**src/hdl/mesi_pkg.sv**
```systemverilog
// ----------------------------------------------------------------------------
// MESI cache package
// Command codes, line states, sequencer states and the result record.
// ----------------------------------------------------------------------------
`default_nettype none

package mesi_pkg;

  localparam logic [2:0] CMD_RD_WORD = 3'd0;
  localparam logic [2:0] CMD_WR_WORD = 3'd1;
  localparam logic [2:0] CMD_RD_LINE = 3'd2;
  localparam logic [2:0] CMD_FILL    = 3'd3;
  localparam logic [2:0] CMD_SNOOP   = 3'd4;

  localparam logic [1:0] MESI_I = 2'd0;
  localparam logic [1:0] MESI_S = 2'd1;
  localparam logic [1:0] MESI_E = 2'd2;
  localparam logic [1:0] MESI_M = 2'd3;

  localparam logic [1:0] SNOOP_BUS_RD = 2'd0;
  localparam logic [1:0] SNOOP_BUS_WR = 2'd1;

  localparam logic [1:0] SRES_ABSENT  = 2'd0;
  localparam logic [1:0] SRES_PRESENT = 2'd1;
  localparam logic [1:0] SRES_FLUSH   = 2'd2;

  localparam int unsigned TAG_W  = 14;
  localparam int unsigned WORD_W = 64;

  typedef enum logic [2:0] {
    FSM_IDLE,
    FSM_SCAN,
    FSM_TAG,
    FSM_FILL,
    FSM_ACT,
    FSM_RD,
    FSM_EMIT,
    FSM_ONE
  } fsm_e;

  typedef struct packed {
    logic              hit;
    logic [WORD_W-1:0] data;
    logic [1:0]        widx;
    logic              wb;
    logic [15:0]       wbaddr;
    logic [1:0]        snoop;
    logic              last;
    logic [31:0]       mcnt;
    logic [31:0]       icnt;
  } out_t;

endpackage

`default_nettype wire

```
**src/hdl/mesi_ram.sv**
```systemverilog
// ----------------------------------------------------------------------------
// MESI cache generic RAM
// One write port and one read port with registered read data.
// ----------------------------------------------------------------------------
`default_nettype none

module mesi_ram #(
  parameter int unsigned WIDTH = 64,
  parameter int unsigned DEPTH = 32,
  parameter int unsigned AW    = 5
) (
  input  wire logic             clk_i,
  input  wire logic             we_i,
  input  wire logic [AW-1:0]    waddr_i,
  input  wire logic [WIDTH-1:0] wdata_i,
  input  wire logic             re_i,
  input  wire logic [AW-1:0]    raddr_i,
  output logic      [WIDTH-1:0] rdata_o
);

  logic [WIDTH-1:0] mem_q [DEPTH];

  always_ff @(posedge clk_i) begin
    if (we_i) begin
      mem_q[waddr_i] <= wdata_i;
    end
    if (re_i) begin
      rdata_o <= mem_q[raddr_i];
    end
  end

endmodule

`default_nettype wire

```
**src/hdl/mesi_fully_assoc_cache_fifo.sv**
```systemverilog
// ----------------------------------------------------------------------------
// MESI fully associative cache with FIFO replacement
// Four-word lines with per-line MESI state, snoop handling and writeback.
// ----------------------------------------------------------------------------
//  Channel   Dir  Signals                            Carries
//  s_axis    in   tvalid tready tdata tuser          one command item
//  m_axis    out  tvalid tready tdata tuser tlast    one result item
//
// The tag lookup compares one line per cycle in a shared comparator fed by the
// tag RAM and stops at the first valid matching line, or after the last line.
// Each data word is read in FSM_RD and then emitted in FSM_EMIT; a clean fill
// only writes the new words, and a dirty fill also emits each old word as a writeback.
// Reset clears all line states at once; no clearing pass is needed.
// A stalled result is held in the output register and stalls the sequencer.
`default_nettype none

module mesi_fully_assoc_cache_fifo #(
  parameter int unsigned LINES = 8
) (
  input  wire logic         clk_i,
  input  wire logic         rst_ni,
  input  wire logic         s_axis_tvalid_i,
  output logic              s_axis_tready_o,
  // address, data_word0, data_word1, data_word2, data_word3, new_state, zero pad
  input  wire logic [279:0] s_axis_tdata_i,
  // command, snoop_kind
  input  wire logic [4:0]   s_axis_tuser_i,
  output logic              m_axis_tvalid_o,
  input  wire logic         m_axis_tready_i,
  // hit, data_out, word_index, writeback_address, snoop_result, miss_count,
  // invalidation_count, zero pad
  output logic [151:0]      m_axis_tdata_o,
  // writeback
  output logic [0:0]        m_axis_tuser_o,
  output logic              m_axis_tlast_o
);

  localparam int unsigned IW  = (LINES > 1) ? $clog2(LINES) : 1;
  localparam int unsigned DAW = $clog2(LINES * 4);
  localparam logic [IW-1:0] LAST_LINE = IW'(LINES - 1);

  mesi_pkg::fsm_e fsm_q, fsm_d;

  logic [2:0]                  cmd_q, cmd_d;
  logic [15:0]                 addr_q, addr_d;
  logic [mesi_pkg::WORD_W-1:0] word_q [4];
  logic [1:0]                  nst_q, nst_d;
  logic [1:0]                  kind_q, kind_d;

  logic [1:0]    st_q [LINES];
  logic [IW-1:0] scan_q, scan_d;
  logic [IW-1:0] cmp_q, cmp_d;
  logic          cmp_v_q, cmp_v_d;
  logic [IW-1:0] line_q, line_d;
  logic          found_q, found_d;
  logic [1:0]    w_q, w_d;
  logic          fill_q, fill_d;
  logic          single_q, single_d;
  logic          dirty_q, dirty_d;
  logic [15:0]   wbaddr_q, wbaddr_d;
  logic [IW-1:0] fifo_q, fifo_d;
  logic [31:0]   miss_q, miss_d;
  logic [31:0]   inv_q, inv_d;

  mesi_pkg::out_t pend_q, pend_d;
  mesi_pkg::out_t out_q, out_d;
  logic           ovalid_q, ovalid_d;

  logic                        st_we;
  logic [IW-1:0]               st_widx;
  logic [1:0]                  st_wdata;
  logic [IW-1:0]               st_sel;
  logic [1:0]                  st_rd;

  logic                        tag_we, tag_re;
  logic [IW-1:0]               tag_waddr, tag_raddr;
  logic [mesi_pkg::TAG_W-1:0]  tag_rdata;

  logic                        dat_we, dat_re;
  logic [DAW-1:0]              dat_addr;
  logic [mesi_pkg::WORD_W-1:0] dat_wdata, dat_rdata;

  logic in_acc, out_free, match;

  assign in_acc   = s_axis_tvalid_i && s_axis_tready_o;
  assign out_free = !ovalid_q || m_axis_tready_i;
  assign st_rd    = st_q[st_sel];
  assign match    = (st_rd != mesi_pkg::MESI_I) && (tag_rdata == addr_q[15:2]);

  mesi_ram #(
    .WIDTH(mesi_pkg::TAG_W),
    .DEPTH(LINES),
    .AW   (IW)
  ) u_tag_ram (
    .clk_i  (clk_i),
    .we_i   (tag_we),
    .waddr_i(tag_waddr),
    .wdata_i(addr_q[15:2]),
    .re_i   (tag_re),
    .raddr_i(tag_raddr),
    .rdata_o(tag_rdata)
  );

  mesi_ram #(
    .WIDTH(mesi_pkg::WORD_W),
    .DEPTH(LINES * 4),
    .AW   (DAW)
  ) u_data_ram (
    .clk_i  (clk_i),
    .we_i   (dat_we),
    .waddr_i(dat_addr),
    .wdata_i(dat_wdata),
    .re_i   (dat_re),
    .raddr_i(dat_addr),
    .rdata_o(dat_rdata)
  );

  always_ff @(posedge clk_i or negedge rst_ni) begin
    if (!rst_ni) begin
      fsm_q    <= mesi_pkg::FSM_IDLE;
      ovalid_q <= 1'b0;
      fifo_q   <= '0;
      miss_q   <= '0;
      inv_q    <= '0;
      for (int i = 0; i < LINES; i++) begin
        st_q[i] <= mesi_pkg::MESI_I;
      end
    end else begin
      fsm_q    <= fsm_d;
      ovalid_q <= ovalid_d;
      fifo_q   <= fifo_d;
      miss_q   <= miss_d;
      inv_q    <= inv_d;
      if (st_we) begin
        st_q[st_widx] <= st_wdata;
      end
    end
  end

  always_ff @(posedge clk_i) begin
    cmd_q    <= cmd_d;
    addr_q   <= addr_d;
    nst_q    <= nst_d;
    kind_q   <= kind_d;
    scan_q   <= scan_d;
    cmp_q    <= cmp_d;
    cmp_v_q  <= cmp_v_d;
    line_q   <= line_d;
    found_q  <= found_d;
    w_q      <= w_d;
    fill_q   <= fill_d;
    single_q <= single_d;
    dirty_q  <= dirty_d;
    wbaddr_q <= wbaddr_d;
    pend_q   <= pend_d;
    out_q    <= out_d;
    if (in_acc) begin
      word_q[0] <= s_axis_tdata_i[79:16];
      word_q[1] <= s_axis_tdata_i[143:80];
      word_q[2] <= s_axis_tdata_i[207:144];
      word_q[3] <= s_axis_tdata_i[271:208];
    end
  end

  always_comb begin
    fsm_d    = fsm_q;
    cmd_d    = cmd_q;
    addr_d   = addr_q;
    nst_d    = nst_q;
    kind_d   = kind_q;
    scan_d   = scan_q;
    cmp_d    = cmp_q;
    cmp_v_d  = cmp_v_q;
    line_d   = line_q;
    found_d  = found_q;
    w_d      = w_q;
    fill_d   = fill_q;
    single_d = single_q;
    dirty_d  = dirty_q;
    wbaddr_d = wbaddr_q;
    fifo_d   = fifo_q;
    miss_d   = miss_q;
    inv_d    = inv_q;
    pend_d   = pend_q;
    out_d    = out_q;
    ovalid_d = ovalid_q && !m_axis_tready_i;

    s_axis_tready_o = 1'b0;
    st_we     = 1'b0;
    st_widx   = line_q;
    st_wdata  = nst_q;
    st_sel    = line_q;
    tag_we    = 1'b0;
    tag_re    = 1'b0;
    tag_waddr = fifo_q;
    tag_raddr = scan_q;
    dat_we    = 1'b0;
    dat_re    = 1'b0;
    dat_addr  = DAW'({line_q, w_q});
    dat_wdata = word_q[w_q];

    case (fsm_q)
      mesi_pkg::FSM_IDLE: begin
        s_axis_tready_o = 1'b1;
        if (s_axis_tvalid_i) begin
          cmd_d    = s_axis_tuser_i[2:0];
          kind_d   = s_axis_tuser_i[4:3];
          addr_d   = s_axis_tdata_i[15:0];
          nst_d    = s_axis_tdata_i[273:272];
          scan_d   = '0;
          cmp_v_d  = 1'b0;
          fill_d   = (s_axis_tuser_i[2:0] == mesi_pkg::CMD_FILL);
          single_d = (s_axis_tuser_i[2:0] == mesi_pkg::CMD_RD_WORD);
          pend_d   = '0;
          pend_d.last = 1'b1;
          if (s_axis_tuser_i[2:0] == mesi_pkg::CMD_FILL) begin
            fsm_d = mesi_pkg::FSM_TAG;
          end else if (s_axis_tuser_i[2:0] == mesi_pkg::CMD_RD_WORD ||
                       s_axis_tuser_i[2:0] == mesi_pkg::CMD_WR_WORD ||
                       s_axis_tuser_i[2:0] == mesi_pkg::CMD_RD_LINE ||
                       s_axis_tuser_i[2:0] == mesi_pkg::CMD_SNOOP) begin
            fsm_d = mesi_pkg::FSM_SCAN;
          end else begin
            fsm_d = mesi_pkg::FSM_ONE;
          end
        end
      end
      mesi_pkg::FSM_SCAN: begin
        tag_re  = 1'b1;
        st_sel  = cmp_q;
        cmp_d   = scan_q;
        cmp_v_d = 1'b1;
        if (scan_q != LAST_LINE) begin
          scan_d = scan_q + 1'b1;
        end
        if (cmp_v_q) begin
          if (match) begin
            found_d = 1'b1;
            line_d  = cmp_q;
            fsm_d   = mesi_pkg::FSM_ACT;
          end else if (cmp_q == LAST_LINE) begin
            found_d = 1'b0;
            fsm_d   = mesi_pkg::FSM_ACT;
          end
        end
      end
      mesi_pkg::FSM_TAG: begin
        tag_re    = 1'b1;
        tag_raddr = fifo_q;
        fsm_d     = mesi_pkg::FSM_FILL;
      end
      mesi_pkg::FSM_FILL: begin
        st_sel   = fifo_q;
        dirty_d  = (st_rd == mesi_pkg::MESI_M);
        wbaddr_d = {tag_rdata, 2'b00};
        tag_we   = 1'b1;
        st_we    = 1'b1;
        st_widx  = fifo_q;
        fifo_d   = (fifo_q == LAST_LINE) ? '0 : fifo_q + 1'b1;
        miss_d   = miss_q + 32'd1;
        line_d   = fifo_q;
        w_d      = 2'd0;
        fsm_d    = mesi_pkg::FSM_RD;
      end
      mesi_pkg::FSM_ACT: begin
        pend_d      = '0;
        pend_d.last = 1'b1;
        pend_d.hit  = found_q;
        fsm_d       = mesi_pkg::FSM_ONE;
        case (cmd_q)
          mesi_pkg::CMD_RD_WORD: begin
            pend_d.widx = addr_q[1:0];
            if (found_q) begin
              w_d   = addr_q[1:0];
              fsm_d = mesi_pkg::FSM_RD;
            end
          end
          mesi_pkg::CMD_WR_WORD: begin
            pend_d.widx = addr_q[1:0];
            dat_addr    = DAW'({line_q, addr_q[1:0]});
            dat_wdata   = word_q[0];
            if (found_q) begin
              dat_we = 1'b1;
              st_we  = 1'b1;
            end
          end
          mesi_pkg::CMD_RD_LINE: begin
            if (found_q) begin
              w_d   = 2'd0;
              fsm_d = mesi_pkg::FSM_RD;
            end
          end
          mesi_pkg::CMD_SNOOP: begin
            if (found_q) begin
              pend_d.snoop = mesi_pkg::SRES_PRESENT;
              if (kind_q == mesi_pkg::SNOOP_BUS_RD) begin
                if (st_rd == mesi_pkg::MESI_M) begin
                  pend_d.snoop = mesi_pkg::SRES_FLUSH;
                end
                st_we    = 1'b1;
                st_wdata = mesi_pkg::MESI_S;
              end else if (kind_q == mesi_pkg::SNOOP_BUS_WR) begin
                st_we    = 1'b1;
                st_wdata = mesi_pkg::MESI_I;
                inv_d    = inv_q + 32'd1;
              end
            end
          end
          default: begin
            pend_d.hit = 1'b0;
          end
        endcase
      end
      mesi_pkg::FSM_RD: begin
        dat_re = 1'b1;
        dat_we = fill_q;
        if (!fill_q || dirty_q) begin
          fsm_d = mesi_pkg::FSM_EMIT;
        end else if (w_q == 2'd3) begin
          fsm_d = mesi_pkg::FSM_ONE;
        end else begin
          w_d = w_q + 2'd1;
        end
      end
      mesi_pkg::FSM_EMIT: begin
        if (out_free) begin
          ovalid_d     = 1'b1;
          out_d.hit    = !fill_q;
          out_d.data   = dat_rdata;
          out_d.widx   = w_q;
          out_d.wb     = fill_q;
          out_d.wbaddr = fill_q ? wbaddr_q : 16'd0;
          out_d.snoop  = mesi_pkg::SRES_ABSENT;
          out_d.last   = single_q || (w_q == 2'd3);
          out_d.mcnt   = miss_q;
          out_d.icnt   = inv_q;
          if (single_q || (w_q == 2'd3)) begin
            fsm_d = mesi_pkg::FSM_IDLE;
          end else begin
            w_d   = w_q + 2'd1;
            fsm_d = mesi_pkg::FSM_RD;
          end
        end
      end
      mesi_pkg::FSM_ONE: begin
        if (out_free) begin
          ovalid_d   = 1'b1;
          out_d      = pend_q;
          out_d.mcnt = miss_q;
          out_d.icnt = inv_q;
          fsm_d      = mesi_pkg::FSM_IDLE;
        end
      end
      default: begin
        fsm_d = mesi_pkg::FSM_IDLE;
      end
    endcase
  end

  assign m_axis_tvalid_o = ovalid_q;
  assign m_axis_tdata_o  = {3'b000, out_q.icnt, out_q.mcnt, out_q.snoop, out_q.wbaddr,
                            out_q.widx, out_q.data, out_q.hit};
  assign m_axis_tuser_o  = out_q.wb;
  assign m_axis_tlast_o  = out_q.last;

endmodule

`default_nettype wire

```
**config.mk**
```make
export PLATFORM = sky130hd
export DESIGN_NAME = mesi_fully_assoc_cache_fifo
export DESIGN_NICKNAME = d
export VERILOG_FILES = /design/src/hdl/mesi_pkg.sv /design/src/hdl/mesi_ram.sv /design/src/hdl/mesi_fully_assoc_cache_fifo.sv
export SDC_FILE = /design/constraint.sdc
export NUM_CORES = 2
export LEC_CHECK = 0
export ABC_CLOCK_PERIOD_IN_PS = 9600
export BUFFER_PORTS_ARGS = -buffer_cell sky130_fd_sc_hd__buf_4
export CORE_MARGIN = 4
export CORE_UTILIZATION = 50
export DETAILED_ROUTE_END_ITERATION = 7
export PLACE_DENSITY = 0.67
export SYNTH_ARGS = -nofsm -noshare
export SYNTH_HDL_FRONTEND = slang
export SYNTH_SLANG_ARGS = --single-unit
```
**constraint.sdc**
```tcl
create_clock -name clk_i -period 9.6 [get_ports clk_i]
set_input_delay 1.44 -clock clk_i [delete_from_list [all_inputs] [get_ports clk_i]]
set_output_delay 1.44 -clock clk_i [all_outputs]
set_load 0.02 [all_outputs]
```
[Word level (Yosys, flattened, before mapping)]
Memory sizes are Yosys's and may differ from the RTL's. A register that Yosys moved wholly into a read port is not among the register bits.
Index checks and enable logic that the tools add are counted.
Word-level totals
  bits in latches: 0
  bits in writable memories: 2416
  memories kept: 3
  output and inout port bits: 156
  input port bits: 289
  flip-flop bits (word level): 378
  bits in read-only memories: 0
  logic and storage cells: 214
Memory list
  u_data_ram.mem_q: words 32, bits a word 64, read ports 1, clocked after memory_dff 1, wr ports 1, RTL line mesi_ram.sv:21  | logic [WIDTH-1:0] mem_q [DEPTH];
  word_q: words 4, bits a word 64, read ports 2, clocked after memory_dff 1, wr ports 4, RTL line mesi_fully_assoc_cache_fifo.sv:46  | logic [mesi_pkg::WORD_W-1:0] word_q [4];
  u_tag_ram.mem_q: words 8, bits a word 14, read ports 1, clocked after memory_dff 1, wr ports 1, RTL line mesi_ram.sv:21
Cells by class
  muxes and demuxes: 83
  equality and inequality tests: 35
  shift operators: 0
  reduce and logical (&&, ||, !) cells: 39
  $mul: 0
  order comparisons: 3
  div/mod/pow operators: 0
  $add $sub $neg: 5
  bitwise operators: 3
Operators with widths (number)
  $pmux W151 S2: 2
  $mux W151: 3
  $mux W64: 2
  $add A32 B1 Y32 const B: 2
  $mux W3: 18
  $mux W2: 24
  $eq A3 B3 Y1 const B: 8
  $pmux W3 S8: 1
  $mux W1: 20
  $ne A2 B2 Y1 const B: 9
  $pmux W3 S2: 3
  $bwmux W16: 1
  $mux W16: 1
  $eq A3 B2 Y1 const B: 5
  $ne A3 B3 Y1 const B: 5
  $eq A14 B14 Y1: 1
  $reduce_and A3 Y1: 4
  $reduce_bool A2 Y1: 6
  $eq A3 B1 Y1 const B: 3
  $logic_not A3 Y1: 3
  $ge A4 B4 Y1 const B: 2
  $not A3 Y4: 2
  $pmux W1 S2: 4
  $pmux W2 S4: 1
  other kinds (21): 38

[Depth between registers and ports, before layout]
  word-level depth: 12
  depth in mapped cells: 12
  gate-level depth less buffers: 8

[Modules after synthesis]
From an unflattened synthesis, not the netlist that was laid out.
Unflattened totals
  cells, all modules: 4836
  area, all modules: 106230.6 um2
Modules (own cells, without submodules)
  mesi_ram (u_data_ram): instances 1, seq. area each 63420.8 um2, area each 79605.1 um2, cells each 3096
  mesi_fully_assoc_cache_fifo: instances 1, seq. area each 16120.5 um2, area each 21849.7 um2, cells each 1552
  mesi_ram (u_tag_ram): instances 1, seq. area each 3783.6 um2, area each 4775.8 um2, cells each 188

[Least setup slack after synthesis]
OpenSTA, ideal clock, no wires.
  kind: input to register
  start: input m_axis_tready_i
  end: register out_q, in the netlist m_axis_tdata_o[0] (enable)
  required time: 8.925 ns
  setup time: 0.675 ns
  buffers on the path: 0
  arrival: 8.138 ns
  setup slack: 0.787 ns
  stages on the path: 2
  path through: nand2b_1 nor2b_1
On the way
  longest elaborated chain between the ends: 3
  elaborated cells between the ends (all ways): 4
  those cells by class: eq/ne (2); reduce/logical (2)
Ends and longest elaborated chain
  start, declared: RTL line mesi_fully_assoc_cache_fifo.sv:29  | input wire logic m_axis_tready_i,
  $logic_or A1 B1 Y1 *: RTL line mesi_fully_assoc_cache_fifo.sv:86  | assign out_free = !ovalid_q || m_axis_tready_i;
  $ne A2 B2 Y1 (no line)
  $reduce_and A3 Y1 (no line) *
  end signal, assigned: RTL line mesi_fully_assoc_cache_fifo.sv:156  | out_q <= out_d;
  end, declared: RTL line mesi_fully_assoc_cache_fifo.sv:66  | mesi_pkg::out_t out_q, out_d;
Every way passes the cells marked *; elsewhere a longest branch is shown, timed or not.
A chain may end at the register's enable or synchronous reset.

[Final worst setup path]
  start: register fsm_q[2]
  end: register u_data_ram.rdata_o[36], read port of u_data_ram.mem_q, data pin
On the way
  longest elaborated chain between the ends: 2
  elaborated cells between the ends (all ways): 4
  those cells by class: eq/ne (2); mux (2)
Ends and longest elaborated chain
  start, declared: RTL line mesi_fully_assoc_cache_fifo.sv:42  | mesi_pkg::fsm_e fsm_q, fsm_d;
  start signal, assigned: RTL line mesi_fully_assoc_cache_fifo.sv:120  | fsm_q <= mesi_pkg::FSM_IDLE;
  start signal, assigned: RTL line mesi_fully_assoc_cache_fifo.sv:129  | fsm_q <= fsm_d;
  $eq A3 B3 Y1: RTL line mesi_fully_assoc_cache_fifo.sv:202  | case (fsm_q)
  $mux W2 or $mux W1 (tied branches): RTL line mesi_fully_assoc_cache_fifo.sv:202
  end, declared: RTL line mesi_ram.sv:18  | output logic [WIDTH-1:0] rdata_o
Parallel ways exist; a longest one is shown, timed or not.

==> implementation parameters <==
Parameter                              Value

Logic synthesis
  Leading cell types by total area after synthesis    sky130_fd_sc_hd__edfxtp_1, sky130_fd_sc_hd__mux2i_1, sky130_fd_sc_hd__o22ai_1, sky130_fd_sc_hd__dfrtp_1, sky130_fd_sc_hd__nand2_1
  Area leader, netlist    sky130_fd_sc_hd__edfxtp_1
  Most numerous cell in the Yosys netlist    sky130_fd_sc_hd__edfxtp_1
  Dominant synthesized flop cell    sky130_fd_sc_hd__edfxtp_1
  Warnings, synthesis    0
  Mean area per synthesized cell    roughly 18 um^2
  Parity-gate share of the synthesized area counting xor and xnor cells    0.00638
  Portion of synthesized cell area occupied by the leading cell type    0.767
  Number of synthesized register bits    between 2,000 and 3,000
  Post-Synth Simple-Gate Area    0.0349
  Async set-reset flop share out of synthesis    0.0312
  Largest family of logic cells by synthesized area    multiplexers
  Adder-cell share of the synthesized area    0.000828
  Most frequent cells after synthesis    sky130_fd_sc_hd__edfxtp_1, sky130_fd_sc_hd__mux2i_1, sky130_fd_sc_hd__o22ai_1, sky130_fd_sc_hd__nand2_1, sky130_fd_sc_hd__nor2_1
  Number of enable-type register cells in the synthesized netlist    between 2,000 and 3,000
  Compound-Gate Fraction of Synth Area    0.0420
  Distinct cells, synth    63
  Cell area after technology mapping    around 0.11 mm^2
  Share of synthesized area spent on multiplexers    0.115
  Synth Instances    between 5,000 and 6,000
  Seq/Total Area, Yosys    0.788

Power
  Leakage    between 40 and 50 nW
  Switching Share    0.295
  Sequential share of power    0.465
  Worst voltage drop across the vdd grid    approximately 0.25 mV
  Power per unit of standard cell area    ~290 mW/mm^2
  Combinational share of power    0.231
  Proportion of power drawn by the clock network    0.305
  Net switching power    around 11 mW
  Internal    around 25 mW

CTS
  Hold buffers post-CTS    0
  Inserted Clock Buffers    roughly 300
  CTS tree    yes
  Cell chosen for the clock root    sky130_fd_sc_hd__clkbuf_16
  Setup repair bufs after CTS    0
  Largest buffer count on any clock path    4
  Clock insertion delay at the later pin of the skew report    between 0.9 and 1 ns
  CTS H-Tree Depth    5
  Number of sinks driven by the clock tree    between 2,000 and 3,000
  Post-CTS sizing    0
  Clock slew at reported path FFs    approximately 0.060 ns

STA
  Post-route setup TNS    0 ns
  Unrepaired setup endpoints after global routing    false
  Fin crit period    5.94 ns
  Setup Skew    ~0.043 ns
  Portion of the clock cycle consumed by the worst path in the final layout    0.619
  Worst max-slew margin expressed relative to the limit    0.0665
  Setup violations, final    0
  Worst-case hold slack    0.428 ns
  Actual slew at the worst max-slew pin    1.40 ns
  Count of final hold-check violations    0
  Timing-limited maximum frequency    168 MHz
  Final count of pins violating max slew    0

Setup path
  Bufs and invs on worst path    3
  Startpoint Class    flip-flop
  Cell breakdown of the critical path    nor2b_1 -> and2_4 -> mux2i_4 -> buf_12 -> buf_4 -> buf_4 -> mux2i_1 -> o22ai_1 -> nor4_1 -> nand2_1
  CP Max Fanout    about 120
  Critical Path Slowest Stage Cell    sky130_fd_sc_hd__buf_4
  Data arrival time of the worst path    6.57 ns
  Most frequent cell on the critical path    sky130_fd_sc_hd__buf_4
  Critical path origin    fsm_q[2]$_DFFE_PN0P_
  Delay contributed by the slowest stage of the critical path    roughly 0.90 ns
  Crit path capture type    flip-flop
  Reg-to-reg critical path endpoint    u_data_ram.rdata_o[36]$_DFFE_PP_
  Data required time at the worst endpoint    10.23 ns
  Minimum setup slack among reg-to-reg paths    ~3.7 ns
  Category of the critical setup timing path    reg -> reg
  Launching point of the worst reg2reg path    fsm_q[2]$_DFFE_PN0P_
  Cells on worst reg2reg path    10
  CP top delay family    buffers and inverters

Route
  Count of unresolved DRC violations after routing    0
  DRC marker count from the first detailed-route iteration    ~6,500
  Met2 wire len    ~140,000 um
  Post-route met1 wirelength    around 110,000 um
  Via density    6.06
  Vias after detailed routing    ~57,000
  Drt pass-1 iters    6
  Max Used Layer    met5
  Count of antenna-violating nets left after detailed routing    0
  Routed WL    281,000 um
  Average wire length per cell after detail routing    29.7 um
  Routed wire length on met3    22,300 um

Hold path
  Path class of the lowest-slack min-delay path    in -> async

Outcome
  Run status    complete, no violations

Placed design
  Total placed cells including tap cells    roughly 9,000
  Number of buffer cells added on primary ports    around 430
  HPWL Detailed    143,000 um
  Gp weighted congestion    0.794

Floorplan
  Initial Utilization    0.504
  I/O Pins    between 400 and 500
  Full die area    approximately 0.22 mm^2
  Overall die width    roughly 470 um
  Number of placement rows    168
  Core Area    roughly 0.21 mm^2
  Die Height    between 400 and 500 um

Run
  Max-cap check violation count    0

Finish
  Syn-to-layout area delta    15.8%
  Nets    around 6,700
  Final core utilization    0.583
  Fraction of layout instances using a drive strength above 1    0.178
  Final Non-Filler Cells    9,465

Global route
  Overall track demand over capacity in global routing    0.251
  Number of antenna violations at the first check in global routing    9
  Total overflow reported by the global router    0
  Largest net degree at the start of global routing    between 150 and 200
  Number of global-route vias before repair    around 56,000
  Global-route wire length before repair    about 400,000 um
## worst max-delay path by stage
stage                                            end  slack, ns  depth (start not counted)
floorplan                m_axis_tdata_o[0]$_DFFE_PP_       0.79                          2
global placement    u_data_ram.rdata_o[34]$_DFFE_PP_       3.79                         10
detailed placement  u_data_ram.rdata_o[34]$_DFFE_PP_       3.75                         10
CTS                 u_data_ram.rdata_o[34]$_DFFE_PP_       3.70                         10
global route        u_data_ram.rdata_o[36]$_DFFE_PP_       3.36                         10
finish              u_data_ram.rdata_o[36]$_DFFE_PP_       3.66                         10
## routing by layer
layer	vias to the layer above	track usage
met1	29700	0.344
met5	-	0
met4	2	0.0794
li1	24500	-
met2	2732	0.419
met3	511	0.0349
## through the flow
step / setup WS (ns) / cell area [um^2] / total power, mW
after detailed placement: 3.75 / 113000 / 25.2
after floorplan: 0.787 / 106000 / 22.1
final: 3.66 / 122000 / 36.0
after global placement: 3.79 / 113000 / 25.0
after global routing: 3.36 / 122000 / 37.2
after CTS: 3.70 / 122000 / 36.1
## power groups by stage
stage | Combinational (mW) | Clock (mW) | Sequential [mW]
2_1_floorplan | 5.05 | 0 | 17.1
3_3_place_gp | 8.04 | 0 | 16.9
3_5_place_dp | 8.24 | 0 | 17.0
4_1_cts | 8.27 | 11.1 | 16.7
5_1_grt | 8.84 | 11.6 | 16.8
6_report | 8.29 | 11.0 | 16.7
## cell type report
cell class / instances / area [um^2]
flip-flops and latches: 2790 / 83300
fillers: 15300 / 87500
inverters: 10 / 52.6
clock inverters: 155 / 1380
repair buffers: 571 / 4470
multi-input cells: 2769 / 21900
well taps: 2805 / 3510
diodes: 7 / 17.5
clock buffers: 358 / 7820
## sequential cells by signal, summed over array words and instances, names as in the netlist, 5 cells and up, named ones only
signal              cells
addr_q                 16
inv_q                  32
u_tag_ram.rdata_o      14
pend_q                  5
word_q                256
st_q                   16
u_data_ram.rdata_o     64
wbaddr_q               14
u_data_ram.mem_q     2048
m_axis_tdata_o        147
miss_q                 32
u_tag_ram.mem_q       112
## cells by family after synthesis
group	count (synthesis)
flip-flops	2790
multiplexers	1176
AND/OR/NAND/NOR	756
AO/OA/AOI/OAI	748
buffers and inverters	308
XOR/XNOR	77
adder cells (fa/ha/maj)	7
other	1
## worst reg2reg max path: cells and delay by family (launching register included)
family	cells	cell delay (ns)
AOI/OAI and AO/OA	1	0.11
buffers and inverters	3	2.48
DFF	1	0.83
muxes	2	0.73
and+or+nand+nor	4	1.53
## layout by cell type, fill, tap and decap left out, types with 7 or more instances in the layout
cell type and count:
sky130_fd_sc_hd__nand2_4 9, sky130_fd_sc_hd__buf_12 14, sky130_fd_sc_hd__xor2_1 29, sky130_fd_sc_hd__nand3_4 7, sky130_fd_sc_hd__nor2_1 113, sky130_fd_sc_hd__and3_1 28, sky130_fd_sc_hd__clkbuf_1 51, sky130_fd_sc_hd__o22ai_1 513
sky130_fd_sc_hd__clkinv_2 51, sky130_fd_sc_hd__nor3_1 16, sky130_fd_sc_hd__nor4_1 132, sky130_fd_sc_hd__mux4_2 28, sky130_fd_sc_hd__a21oi_2 58, sky130_fd_sc_hd__nor2b_1 8, sky130_fd_sc_hd__ha_1 7, sky130_fd_sc_hd__inv_6 9
sky130_fd_sc_hd__a21oi_1 12, sky130_fd_sc_hd__o21ai_0 142, sky130_fd_sc_hd__diode_2 7, sky130_fd_sc_hd__nand2b_1 11, sky130_fd_sc_hd__mux2_2 37, sky130_fd_sc_hd__dfrtp_1 87, sky130_fd_sc_hd__edfxtp_1 2701, sky130_fd_sc_hd__xnor2_1 48
sky130_fd_sc_hd__buf_4 556, sky130_fd_sc_hd__nand3_1 23, sky130_fd_sc_hd__bufinv_16 23, sky130_fd_sc_hd__nand4_1 15, sky130_fd_sc_hd__mux2i_1 1105, sky130_fd_sc_hd__clkinv_1 57, sky130_fd_sc_hd__nor2_4 33, sky130_fd_sc_hd__nand2_1 259
sky130_fd_sc_hd__clkbuf_16 302, sky130_fd_sc_hd__clkinvlp_4 13, sky130_fd_sc_hd__and2_1 69
Note: power is estimated with default switching activity, not from simulation.
